===== src/qv2dt_pkg.sv =====
// Shared types and constants for the quad vertex 2D transform core.
// Action codes, sequencer states, angle constants and the CORDIC arctangent table.
// No dependencies.
package qv2dt_pkg;

    localparam int COORD_WIDTH_DEF  = 16;
    localparam int CORDIC_STEPS_DEF = 16;

    // Stream payload widths
    localparam int IN_TDATA_W  = 112;
    localparam int IN_TUSER_W  = 5;
    localparam int OUT_TDATA_W = 32;
    localparam int OUT_TUSER_W = 2;

    // Angle handling, units of 1/64 degree
    localparam int ANGLE_W = 17;
    localparam logic signed [ANGLE_W-1:0] TURN_FULL    = 17'sd23040;
    localparam logic signed [ANGLE_W-1:0] TURN_HALF    = 17'sd11520;
    localparam logic signed [ANGLE_W-1:0] TURN_QUARTER = 17'sd5760;

    // CORDIC datapath, Q1.14 trig values, angle in 2^-16 degree
    localparam int TRIG_W = 18;
    localparam int Z_W    = 28;
    localparam int ATAN_W = 22;
    localparam logic signed [TRIG_W-1:0] CORDIC_GAIN = 18'sd9949;

    typedef enum logic [2:0] {
        ACT_LOAD      = 3'd0,
        ACT_TRANSLATE = 3'd1,
        ACT_SCALE     = 3'd2,
        ACT_ROTATE    = 3'd3,
        ACT_READ      = 3'd4
    } action_t;

    typedef enum logic [2:0] {
        ST_IDLE,
        ST_ANGLE,
        ST_CORDIC,
        ST_PROD,
        ST_WRITE,
        ST_EMIT
    } state_t;

    // atan(2^-i) in degrees scaled by 65536
    function automatic logic [ATAN_W-1:0] atan_lut(input logic [4:0] step);
        logic [ATAN_W-1:0] val;
        case (step)
            5'd0:    val = 22'd2949120;
            5'd1:    val = 22'd1740967;
            5'd2:    val = 22'd919879;
            5'd3:    val = 22'd466945;
            5'd4:    val = 22'd234379;
            5'd5:    val = 22'd117304;
            5'd6:    val = 22'd58666;
            5'd7:    val = 22'd29335;
            5'd8:    val = 22'd14668;
            5'd9:    val = 22'd7334;
            5'd10:   val = 22'd3667;
            5'd11:   val = 22'd1833;
            5'd12:   val = 22'd917;
            5'd13:   val = 22'd458;
            5'd14:   val = 22'd229;
            5'd15:   val = 22'd115;
            5'd16:   val = 22'd57;
            5'd17:   val = 22'd29;
            5'd18:   val = 22'd14;
            5'd19:   val = 22'd7;
            5'd20:   val = 22'd4;
            5'd21:   val = 22'd2;
            5'd22:   val = 22'd1;
            default: val = 22'd0;
        endcase
        return val;
    endfunction

endpackage


===== src/quad_vertex_2d_transform_core.sv =====
// Quad vertex 2D transform core: four stored corners, load/translate/scale/rotate/read.
// One shared multiplier and a shared CORDIC shift/add unit run under a small sequencer.
// Depends on qv2dt_pkg.
// Load writes one corner and stays ready. Read goes straight to the output beats, translate
// writes each corner in turn, scale takes two products per corner, rotate runs angle setup
// and the CORDIC iterations first. All but load then give 4 output beats, with tready low
// from accept until the fourth beat is taken. Rotate time is set by the CORDIC iterations plus
// four products per corner through the single multiplier. Reset is asynchronous, active low,
// and restores the square corners (100,100),(200,100),(200,200),(100,200).
module quad_vertex_2d_transform_core
    import qv2dt_pkg::*;
#(
    parameter int COORD_WIDTH  = COORD_WIDTH_DEF,
    parameter int CORDIC_STEPS = CORDIC_STEPS_DEF
)
(
    input  logic                   clk,
    input  logic                   rst_n,
    input  logic                   s_axis_tvalid,
    output logic                   s_axis_tready,
    // load_x, load_y, shift_x, shift_y, factor_x, factor_y, turn_angle (16 bits each)
    input  logic [IN_TDATA_W-1:0]  s_axis_tdata,
    // action[2:0], vertex_index[4:3]
    input  logic [IN_TUSER_W-1:0]  s_axis_tuser,
    output logic                   m_axis_tvalid,
    input  logic                   m_axis_tready,
    // out_x, out_y (16 bits each)
    output logic [OUT_TDATA_W-1:0] m_axis_tdata,
    // out_index
    output logic [OUT_TUSER_W-1:0] m_axis_tuser,
    output logic                   m_axis_tlast
);

    localparam int CW = COORD_WIDTH;
    localparam int DW = CW + 1;
    localparam int PW = DW + TRIG_W;
    localparam int AW = PW + 1;
    localparam int EW = (CW > 16) ? CW : 16;
    localparam int SW = $clog2(CORDIC_STEPS);

    localparam logic signed [AW-1:0] SAT_HI = {{(AW-CW+1){1'b0}}, {(CW-1){1'b1}}};
    localparam logic signed [AW-1:0] SAT_LO = {{(AW-CW+1){1'b1}}, {(CW-1){1'b0}}};

    function automatic logic signed [CW-1:0] sat(input logic signed [AW-1:0] v);
        logic signed [CW-1:0] r;
        if (v > SAT_HI)
        begin
            r = SAT_HI[CW-1:0];
        end
        else if (v < SAT_LO)
        begin
            r = SAT_LO[CW-1:0];
        end
        else
        begin
            r = v[CW-1:0];
        end
        return r;
    endfunction

    // divide by 2^sh, truncating toward zero
    function automatic logic signed [AW-1:0] trunc_shift(input logic signed [AW-1:0] v,
                                                         input int sh);
        logic signed [AW-1:0] bias;
        bias = v[AW-1] ? ((AW'(1) << sh) - AW'(1)) : '0;
        return (v + bias) >>> sh;
    endfunction

    state_t                  state_reg, state_next;
    logic signed [CW-1:0]    corner_x_reg [4];
    logic signed [CW-1:0]    corner_x_next [4];
    logic signed [CW-1:0]    corner_y_reg [4];
    logic signed [CW-1:0]    corner_y_next [4];
    logic [1:0]              idx_reg, idx_next;
    logic [2:0]              step_reg, step_next;
    logic [SW-1:0]           cstep_reg, cstep_next;

    logic [2:0]              act_reg, act_next;
    logic signed [15:0]      opa_reg, opa_next;
    logic signed [15:0]      opb_reg, opb_next;
    logic signed [CW-1:0]    cx_reg, cx_next;
    logic signed [CW-1:0]    cy_reg, cy_next;
    logic signed [TRIG_W-1:0] cos_reg, cos_next;
    logic signed [TRIG_W-1:0] sin_reg, sin_next;
    logic signed [Z_W-1:0]   z_reg, z_next;
    logic                    flip_reg, flip_next;
    logic signed [PW-1:0]    prod_reg, prod_next;
    logic signed [AW-1:0]    accx_reg, accx_next;
    logic signed [AW-1:0]    accy_reg, accy_next;

    // Input fields
    logic [2:0]              in_action;
    logic [1:0]              in_vidx;
    logic signed [15:0]      in_load_x, in_load_y, in_shift_x, in_shift_y;
    logic signed [15:0]      in_factor_x, in_factor_y, in_angle;

    assign in_action   = s_axis_tuser[2:0];
    assign in_vidx     = s_axis_tuser[4:3];
    assign in_load_x   = s_axis_tdata[15:0];
    assign in_load_y   = s_axis_tdata[31:16];
    assign in_shift_x  = s_axis_tdata[47:32];
    assign in_shift_y  = s_axis_tdata[63:48];
    assign in_factor_x = s_axis_tdata[79:64];
    assign in_factor_y = s_axis_tdata[95:80];
    assign in_angle    = s_axis_tdata[111:96];

    // Angle reduction into [-half, half), then fold into +-quarter turn
    logic signed [ANGLE_W-1:0] ang_full, ang_red, ang_fold;
    logic                      ang_flip;
    logic signed [Z_W-1:0]     z_init;
    logic signed [CW:0]        csum_x, csum_y, cadj_x, cadj_y;

    always_comb
    begin
        ang_full = ANGLE_W'(opa_reg);
        if (ang_full >= TURN_HALF)
        begin
            ang_red = ang_full - TURN_FULL;
        end
        else if (ang_full < -TURN_HALF)
        begin
            ang_red = ang_full + TURN_FULL;
        end
        else
        begin
            ang_red = ang_full;
        end
        ang_flip = 1'b1;
        if (ang_red > TURN_QUARTER)
        begin
            ang_fold = ang_red - TURN_HALF;
        end
        else if (ang_red < -TURN_QUARTER)
        begin
            ang_fold = ang_red + TURN_HALF;
        end
        else
        begin
            ang_fold = ang_red;
            ang_flip = 1'b0;
        end
        z_init = {{(Z_W-ANGLE_W-10){ang_fold[ANGLE_W-1]}}, ang_fold, 10'b0};

        // center, halved toward zero
        csum_x = DW'(corner_x_reg[0]) + DW'(corner_x_reg[2]);
        csum_y = DW'(corner_y_reg[0]) + DW'(corner_y_reg[2]);
        cadj_x = csum_x + {{CW{1'b0}}, csum_x[CW]};
        cadj_y = csum_y + {{CW{1'b0}}, csum_y[CW]};
    end

    // CORDIC micro-rotation, shared shifter indexed by the step counter
    logic signed [TRIG_W-1:0] cord_xs, cord_ys, cord_x, cord_y;
    logic signed [Z_W-1:0]    cord_atan, cord_z;

    always_comb
    begin
        cord_xs   = cos_reg >>> cstep_reg;
        cord_ys   = sin_reg >>> cstep_reg;
        cord_atan = Z_W'(atan_lut(5'(cstep_reg)));
        if (!z_reg[Z_W-1])
        begin
            cord_x = cos_reg - cord_ys;
            cord_y = sin_reg + cord_xs;
            cord_z = z_reg - cord_atan;
        end
        else
        begin
            cord_x = cos_reg + cord_ys;
            cord_y = sin_reg - cord_xs;
            cord_z = z_reg + cord_atan;
        end
    end

    // Shared multiplier operand select
    logic signed [DW-1:0]     cur_x, cur_y, dx, dy;
    logic signed [DW-1:0]     mul_a;
    logic signed [TRIG_W-1:0] mul_b;
    logic                     is_rot;
    logic [2:0]               last_step;

    always_comb
    begin
        cur_x     = DW'(corner_x_reg[idx_reg]);
        cur_y     = DW'(corner_y_reg[idx_reg]);
        dx        = cur_x - DW'(cx_reg);
        dy        = cur_y - DW'(cy_reg);
        is_rot    = (act_reg == ACT_ROTATE);
        last_step = is_rot ? 3'd4 : 3'd2;
        if (is_rot)
        begin
            case (step_reg)
                3'd0:    begin mul_a = dx; mul_b = cos_reg; end
                3'd1:    begin mul_a = dy; mul_b = sin_reg; end
                3'd2:    begin mul_a = dx; mul_b = sin_reg; end
                default: begin mul_a = dy; mul_b = cos_reg; end
            endcase
        end
        else
        begin
            case (step_reg)
                3'd0:    begin mul_a = cur_x; mul_b = TRIG_W'(opa_reg); end
                default: begin mul_a = cur_y; mul_b = TRIG_W'(opb_reg); end
            endcase
        end
    end

    // New corner value for the write-back cycle
    logic signed [CW-1:0] new_x, new_y;

    always_comb
    begin
        case (act_reg)
            ACT_TRANSLATE:
            begin
                new_x = sat(AW'(corner_x_reg[idx_reg]) + AW'(opa_reg));
                new_y = sat(AW'(corner_y_reg[idx_reg]) + AW'(opb_reg));
            end
            ACT_SCALE:
            begin
                new_x = sat(trunc_shift(accx_reg, 8));
                new_y = sat(trunc_shift(accy_reg, 8));
            end
            default:
            begin
                new_x = sat(trunc_shift(accx_reg, 14) + AW'(cx_reg));
                new_y = sat(trunc_shift(accy_reg, 14) + AW'(cy_reg));
            end
        endcase
    end

    // Sequencer: next state, datapath updates and handshake outputs
    logic signed [EW-1:0] out_x_ext, out_y_ext;

    always_comb
    begin
        state_next    = state_reg;
        corner_x_next = corner_x_reg;
        corner_y_next = corner_y_reg;
        idx_next      = idx_reg;
        step_next     = step_reg;
        cstep_next    = cstep_reg;
        act_next      = act_reg;
        opa_next      = opa_reg;
        opb_next      = opb_reg;
        cx_next       = cx_reg;
        cy_next       = cy_reg;
        cos_next      = cos_reg;
        sin_next      = sin_reg;
        z_next        = z_reg;
        flip_next     = flip_reg;
        prod_next     = mul_a * mul_b;
        accx_next     = accx_reg;
        accy_next     = accy_reg;

        s_axis_tready = 1'b0;
        m_axis_tvalid = 1'b0;
        out_x_ext     = EW'(corner_x_reg[idx_reg]);
        out_y_ext     = EW'(corner_y_reg[idx_reg]);
        m_axis_tdata  = {out_y_ext[15:0], out_x_ext[15:0]};
        m_axis_tuser  = idx_reg;
        m_axis_tlast  = (idx_reg == 2'd3);

        case (state_reg)
            ST_IDLE:
            begin
                s_axis_tready = 1'b1;
                if (s_axis_tvalid)
                begin
                    act_next  = in_action;
                    idx_next  = 2'd0;
                    step_next = 3'd0;
                    case (in_action)
                        ACT_LOAD:
                        begin
                            corner_x_next[in_vidx] = sat(AW'(in_load_x));
                            corner_y_next[in_vidx] = sat(AW'(in_load_y));
                        end
                        ACT_TRANSLATE:
                        begin
                            opa_next   = in_shift_x;
                            opb_next   = in_shift_y;
                            state_next = ST_WRITE;
                        end
                        ACT_SCALE:
                        begin
                            opa_next   = in_factor_x;
                            opb_next   = in_factor_y;
                            state_next = ST_PROD;
                        end
                        ACT_ROTATE:
                        begin
                            opa_next   = in_angle;
                            state_next = ST_ANGLE;
                        end
                        ACT_READ:
                        begin
                            state_next = ST_EMIT;
                        end
                        default:
                        begin
                            state_next = ST_IDLE;
                        end
                    endcase
                end
            end
            ST_ANGLE:
            begin
                cos_next   = CORDIC_GAIN;
                sin_next   = '0;
                z_next     = z_init;
                flip_next  = ang_flip;
                cx_next    = cadj_x[CW:1];
                cy_next    = cadj_y[CW:1];
                cstep_next = '0;
                state_next = ST_CORDIC;
            end
            ST_CORDIC:
            begin
                cos_next = cord_x;
                sin_next = cord_y;
                z_next   = cord_z;
                if (cstep_reg == SW'(CORDIC_STEPS - 1))
                begin
                    // quadrant fold: both sine and cosine change sign
                    if (flip_reg)
                    begin
                        cos_next = -cord_x;
                        sin_next = -cord_y;
                    end
                    state_next = ST_PROD;
                end
                else
                begin
                    cstep_next = cstep_reg + SW'(1);
                end
            end
            ST_PROD:
            begin
                // product issued at step k is accumulated at step k+1
                if (is_rot)
                begin
                    case (step_reg)
                        3'd1:    accx_next = AW'(prod_reg);
                        3'd2:    accx_next = accx_reg - AW'(prod_reg);
                        3'd3:    accy_next = AW'(prod_reg);
                        3'd4:    accy_next = accy_reg + AW'(prod_reg);
                        default: accx_next = accx_reg;
                    endcase
                end
                else
                begin
                    case (step_reg)
                        3'd1:    accx_next = AW'(prod_reg);
                        3'd2:    accy_next = AW'(prod_reg);
                        default: accx_next = accx_reg;
                    endcase
                end
                if (step_reg == last_step)
                begin
                    state_next = ST_WRITE;
                end
                else
                begin
                    step_next = step_reg + 3'd1;
                end
            end
            ST_WRITE:
            begin
                corner_x_next[idx_reg] = new_x;
                corner_y_next[idx_reg] = new_y;
                step_next              = 3'd0;
                if (idx_reg == 2'd3)
                begin
                    idx_next   = 2'd0;
                    state_next = ST_EMIT;
                end
                else
                begin
                    idx_next   = idx_reg + 2'd1;
                    state_next = (act_reg == ACT_TRANSLATE) ? ST_WRITE : ST_PROD;
                end
            end
            ST_EMIT:
            begin
                m_axis_tvalid = 1'b1;
                if (m_axis_tready)
                begin
                    idx_next = idx_reg + 2'd1;
                    if (idx_reg == 2'd3)
                    begin
                        state_next = ST_IDLE;
                    end
                end
            end
            default:
            begin
                state_next = ST_IDLE;
            end
        endcase
    end

    always_ff @(posedge clk or negedge rst_n)
    begin
        if (!rst_n)
        begin
            state_reg       <= ST_IDLE;
            idx_reg         <= 2'd0;
            step_reg        <= 3'd0;
            cstep_reg       <= '0;
            corner_x_reg[0] <= CW'(100);
            corner_x_reg[1] <= CW'(200);
            corner_x_reg[2] <= CW'(200);
            corner_x_reg[3] <= CW'(100);
            corner_y_reg[0] <= CW'(100);
            corner_y_reg[1] <= CW'(100);
            corner_y_reg[2] <= CW'(200);
            corner_y_reg[3] <= CW'(200);
        end
        else
        begin
            state_reg    <= state_next;
            idx_reg      <= idx_next;
            step_reg     <= step_next;
            cstep_reg    <= cstep_next;
            corner_x_reg <= corner_x_next;
            corner_y_reg <= corner_y_next;
        end
    end

    always_ff @(posedge clk)
    begin
        act_reg  <= act_next;
        opa_reg  <= opa_next;
        opb_reg  <= opb_next;
        cx_reg   <= cx_next;
        cy_reg   <= cy_next;
        cos_reg  <= cos_next;
        sin_reg  <= sin_next;
        z_reg    <= z_next;
        flip_reg <= flip_next;
        prod_reg <= prod_next;
        accx_reg <= accx_next;
        accy_reg <= accy_next;
    end

    // Input and output sides are never open in the same cycle
    assert property (@(posedge clk) disable iff (!rst_n)
        !(s_axis_tready && m_axis_tvalid))
        else $error("input ready while results pending");

    // Final beat of a run frees the block
    assert property (@(posedge clk) disable iff (!rst_n)
        (m_axis_tvalid && m_axis_tready && m_axis_tlast) |=> s_axis_tready)
        else $error("not ready after last beat");

    // A read starts reporting at corner 0 on the next cycle
    assert property (@(posedge clk) disable iff (!rst_n)
        (s_axis_tvalid && s_axis_tready && s_axis_tuser[2:0] == ACT_READ)
        |=> (m_axis_tvalid && m_axis_tuser == 2'd0))
        else $error("read did not start at corner 0");

    // A load produces no beat and leaves the block ready
    assert property (@(posedge clk) disable iff (!rst_n)
        (s_axis_tvalid && s_axis_tready && s_axis_tuser[2:0] == ACT_LOAD)
        |=> (s_axis_tready && !m_axis_tvalid))
        else $error("load did not return to ready");

    // Rotation goes through angle setup into the CORDIC run
    assert property (@(posedge clk) disable iff (!rst_n)
        (s_axis_tvalid && s_axis_tready && s_axis_tuser[2:0] == ACT_ROTATE)
        |=> (state_reg == ST_ANGLE) ##1 (state_reg == ST_CORDIC))
        else $error("rotate sequence broken");

endmodule

===== config.mk =====
export PLATFORM = sky130hd
export DESIGN_NAME = quad_vertex_2d_transform_core
export DESIGN_NICKNAME = d
export VERILOG_FILES = /design/src/qv2dt_pkg.sv /design/src/quad_vertex_2d_transform_core.sv
export SDC_FILE = /design/constraint.sdc
export NUM_CORES = 2
export LEC_CHECK = 0
export ABC_AREA = 1
export BUFFER_PORTS_ARGS = -buffer_cell sky130_fd_sc_hd__buf_4
export CAP_MARGIN = 5
export CELL_PAD_IN_SITES_DETAIL_PLACEMENT = 1
export CELL_PAD_IN_SITES_GLOBAL_PLACEMENT = 1
export CORE_UTILIZATION = 43
export DETAILED_ROUTE_END_ITERATION = 10
export PLACE_DENSITY = 0.75
export RECOVER_POWER = 100
export SYNTH_ARGS = -nofsm -noshare
export SYNTH_HDL_FRONTEND = slang
export SYNTH_SLANG_ARGS = --single-unit

===== constraint.sdc =====
create_clock -name clk -period 8.4 [get_ports clk]
set_clock_uncertainty 0.2 [all_clocks]
set_input_delay 1.68 -clock clk [delete_from_list [all_inputs] [get_ports clk]]
set_output_delay 1.68 -clock clk [all_outputs]
set_load 0.1 [all_outputs]

==> flow_summary.json <==
{
  "clkLatencyLatePin_ps": 710,
  "first_pass_iters": 5,
  "worstMarginPinSlew_ps": 3530,
  "critical_path.top_delay_family": "adder cells",
  "achievable_freq_ghz": 0.118,
  "drive_above_1_share_pct": 11.7,
  "placementRows": 128,
  "syn_area_per_cell_um2": 6.85,
  "worst_hold_startpoint": "corner_y_reg[0]",
  "crit_buf_inv": 12,
  "cap_viol_max_count": 14,
  "synth-async-reset-ratio_pct": 36.9,
  "number_of_enable_type_register_cells_in_the_synthesized_netlist": 204,
  "gpl.final_weighted_congestion": 0.992,
  "r2r_end": "prod_reg[33]",
  "setup_tns_ps": -190,
  "holdCritPathClass": "register to register",
  "timing.critical_path.to_type": "register",
  "antenna_found_initial": 7,
  "area_of_the_mapped_netlist_um2": 53200,
  "synth_unique_cells": 80,
  "worst_path_max_delay_cell": "fa_2",
  "die_area_um2": 125000,
  "slew_viol_final": 549,
  "cts-buffers-inserted": 52,
  "detail_route.wirelength_um": 233000,
  "hold_violations": 0,
  "final_period_minus_worst_setup_slack_ps": 8480,
  "drc": 0,
  "clk_pin_slew_ps": 60,
  "setup.worst_path.class": "register to register",
  "core_area_um2": 122000,
  "timing.max_slew.rel_slack_pct": -136,
  "dpl.hpwl_um": 188000,
  "synth_nets": 8613,
  "port_buffers": 157,
  "filler_cell_count_in_the_final_layout": 15900,
  "numClockSinks": 379,
  "synth_top_area_share_pct": 13.6,
  "reg2reg_depth": 40,
  "cts-root-to-sink-buffers": 3,
  "number_of_global_route_vias_before_repair": 57500,
  "grt_start_max_net_pins": 63,
  "synth_largest_area_cell": "nand2_1",
  "worst-endpoint-arrival_ps": 8840,
  "initial_util_pct": 43.5,
  "route.detailed.vias_per_inst": 5.74,
  "timing.hold.worst_endpoint": "corner_y_reg[0]",
  "top_cells_by_area_synth": "nand2_1 14%, fa_1 12%, edfxtp_1 12%",
  "ioPinCount": 158,
  "avgRoutedWirePerCell_um": 23.9,
  "ys_seq_elements": 379,
  "critical_path.max_stage_delay_ps": 570,
  "timing.reg2reg.setup_slack_ps": -80,
  "ant_nets": 0,
  "postSynth.topFlopCell": "edfxtp_1",
  "finish.net_count": 8943,
  "outcome": "finished with violations",
  "min_delay_path_depth": 2,
  "num_vias": 56000,
  "postSynthCellCount": 7757,
  "drtIter0Drc": 4404,
  "areaGrowthSynthToFinish_pct": 14.8,
  "cp.required_ps": 8760,
  "fp.dieW_um": 354,
  "ys_warn_count": 0,
  "grt_first_pass_wirelength_um": 348000,
  "synth_seq_area_share_pct": 19.5,
  "layout_worst_path_cycle_share_pct": 101,
  "failed_checks": "capacitance limit, slew limit, setup timing",
  "rr_startpoint": "m_axis_tuser[0]",
  "finalSetupViolCount": 4,
  "cts_root_buf": "clkbuf_16",
  "worstSetupStartpointType": "register",
  "track_usage_pct": 36.2,
  "tritoncts_clock_tree": "done",
  "rsz0062_at_grt": "true",
  "worst-path-max-fanout": 8,
  "die_h_um": 354,
  "setup_ws_ps": -83.9,
  "cts_max_level": 2,
  "grt-ovfl-total": 0
}
-- routing by layer --
| layer | global-route usage [%] | vias to the layer above | routed length, um | share of wire, % |
|---|---|---|---|---|
| met1 | 47.7 | 27700 | 99400 | 43 |
| met5 | 0 | - | 0 | 0 |
| met4 | 16.7 | 0 | 12800 | 5.5 |
| met3 | 4.73 | 492 | 14800 | 6.3 |
| met2 | 58.8 | 1819 | 107000 | 46 |
| li1 | - | 26000 | - | - |
-- cell usage after synthesis (9+ instances only) --
library cell / n
nand2_1: 1933
inv_1: 1056
nor2_1: 755
nand3_1: 651
o21ai_0: 509
a21oi_1: 480
ha_1: 410
fa_1: 325
edfxtp_1: 204
xor2_1: 199
clkbuf_1: 116
dfrtp_1: 116
xnor2_1: 101
nor3_1: 92
nand4_1: 84
nand2_2: 58
o22ai_1: 45
buf_2: 44
a31oi_1: 36
dfxtp_1: 35
o21bai_1: 29
o211ai_1: 26
dfstp_2: 24
inv_2: 24
a21o_1: 23
nor2_2: 23
or2_2: 23
nand2_4: 22
nand3b_1: 20
o21a_1: 20
nor4_1: 19
o21ai_1: 19
buf_4: 18
mux2_2: 16
a21boi_0: 14
buf_1: 14
nand3_2: 14
a32oi_1: 13
clkinv_1: 12
o31ai_1: 12
buf_6: 9
o21ai_2: 9
o221ai_1: 9
-- cell families (layout without fill, tap and decap cells) --
family / count (synthesis) / count (layout) / synth area share, %
AO/OA/AOI/OAI: 1292 / 1292 / 13.6
XOR/XNOR: 302 / 302 / 5.00
adder cells (fa/ha/maj): 735 / 735 / 21.9
buffers and inverters: 1303 / 1676 / 9.68
flip-flops: 379 / 379 / 19.5
multiplexers: 16 / 16 / 0.339
other: 0 / 2 / 0
AND/OR/NAND/NOR: 3730 / 3730 / 30.0
-- worst reg2reg max path, delay by kind of cell (launching register included) --
| kind | cells | cell delay (ps) |
|---|---|---|
| AND/OR/NAND/NOR | 10 | 1280 |
| buffers and inverters | 12 | 1260 |
| adder cells (fa/ha/maj) | 8 | 3720 |
| AO/OA/AOI/OAI | 9 | 1190 |
| XOR/XNOR | 1 | 150 |
| flip-flops | 1 | 540 |
-- cell usage in the layout, fill, tap and decap left out, types with 16 or more instances in the layout --
cell	Yosys	routed
nand3_2	14	31
nand3_1	651	630
or2_2	23	22
dfxtp_1	35	35
a31oi_1	36	36
ha_4	0	28
buf_4	18	401
a21o_1	23	23
nor3_1	92	91
buf_6	9	18
o211ai_1	26	26
dfstp_2	24	24
nand3b_1	20	20
inv_2	24	33
o21a_1	20	20
a21oi_2	2	25
inv_1	1056	1038
dfrtp_1	116	113
o22ai_4	0	24
o21ai_0	509	458
fa_1	325	312
ha_1	410	380
nor4_1	19	18
nand2_2	58	73
nor2_2	23	29
nand4_1	84	84
a21oi_1	480	451
xnor2_1	101	98
o21bai_1	29	27
clkinv_1	12	16
o21ai_2	9	20
edfxtp_1	204	204
clkbuf_1	116	55
nand2_1	1933	1934
clkbuf_16	0	58
o21ai_1	19	56
xor2_1	199	196
nor2_1	755	745
o22ai_1	45	18
-- timing repair --
item	in CTS	in global routing
endpoints found under the hold margin	0	0
setup endpoints to repair	19	21
cloned	0	4
hold buffers	0	0
gates resized for setup	72	181
buffers inserted	9	38
pin swaps	26	84
-- stage by stage --
step / hold WS [ps] / utilization [%] / area, um^2 / instances / setup WS (ps)
2_1_floorplan: 277 / - / 53900 / 7757 / -7.88
3_3_place_gp: 298 / 47.7 / 58300 / 9610 / -62.5
3_5_place_dp: 303 / 47.7 / 58300 / 9610 / -356
4_1_cts: 325 / 49.5 / 60500 / 9716 / 9.03
5_1_grt: 348 / 49.9 / 61000 / 9755 / -339
6_report: 325 / 49.9 / 61000 / 9757 / -83.9
-- layout make-up --
class | count | area [um^2] | share of cell area (%)
Antenna cell | 2 | 5.00 | 0.00820
Clock buffer | 68 | 1460 | 2.40
Clock inverter | 29 | 405 | 0.664
Inverter | 1092 | 4120 | 6.76
Multi-Input combinational cell | 6075 | 38800 | 63.7
Sequential cell | 379 | 10400 | 17.0
Tap cell | 1625 | 2030 | 3.33
Timing Repair Buffer | 485 | 3770 | 6.18
Timing Repair inverter | 2 | 15.0 | 0.0246
-- worst max path at each step --
stage                         start           end  slack [ps]  depth (start not counted)
floorplan           m_axis_tuser[0]  prod_reg[31]          -8                         38
global placement    m_axis_tuser[0]  prod_reg[34]         -60                         33
detailed placement  m_axis_tuser[0]  prod_reg[31]        -360                         36
CTS                 m_axis_tuser[0]  prod_reg[31]           9                         38
global route        m_axis_tuser[0]  prod_reg[31]        -340                         39
finish              m_axis_tuser[0]  prod_reg[33]         -80                         40
Power is not shown: default switching activity piles up to over one toggle a cycle in this logic, so the estimate is an artifact.
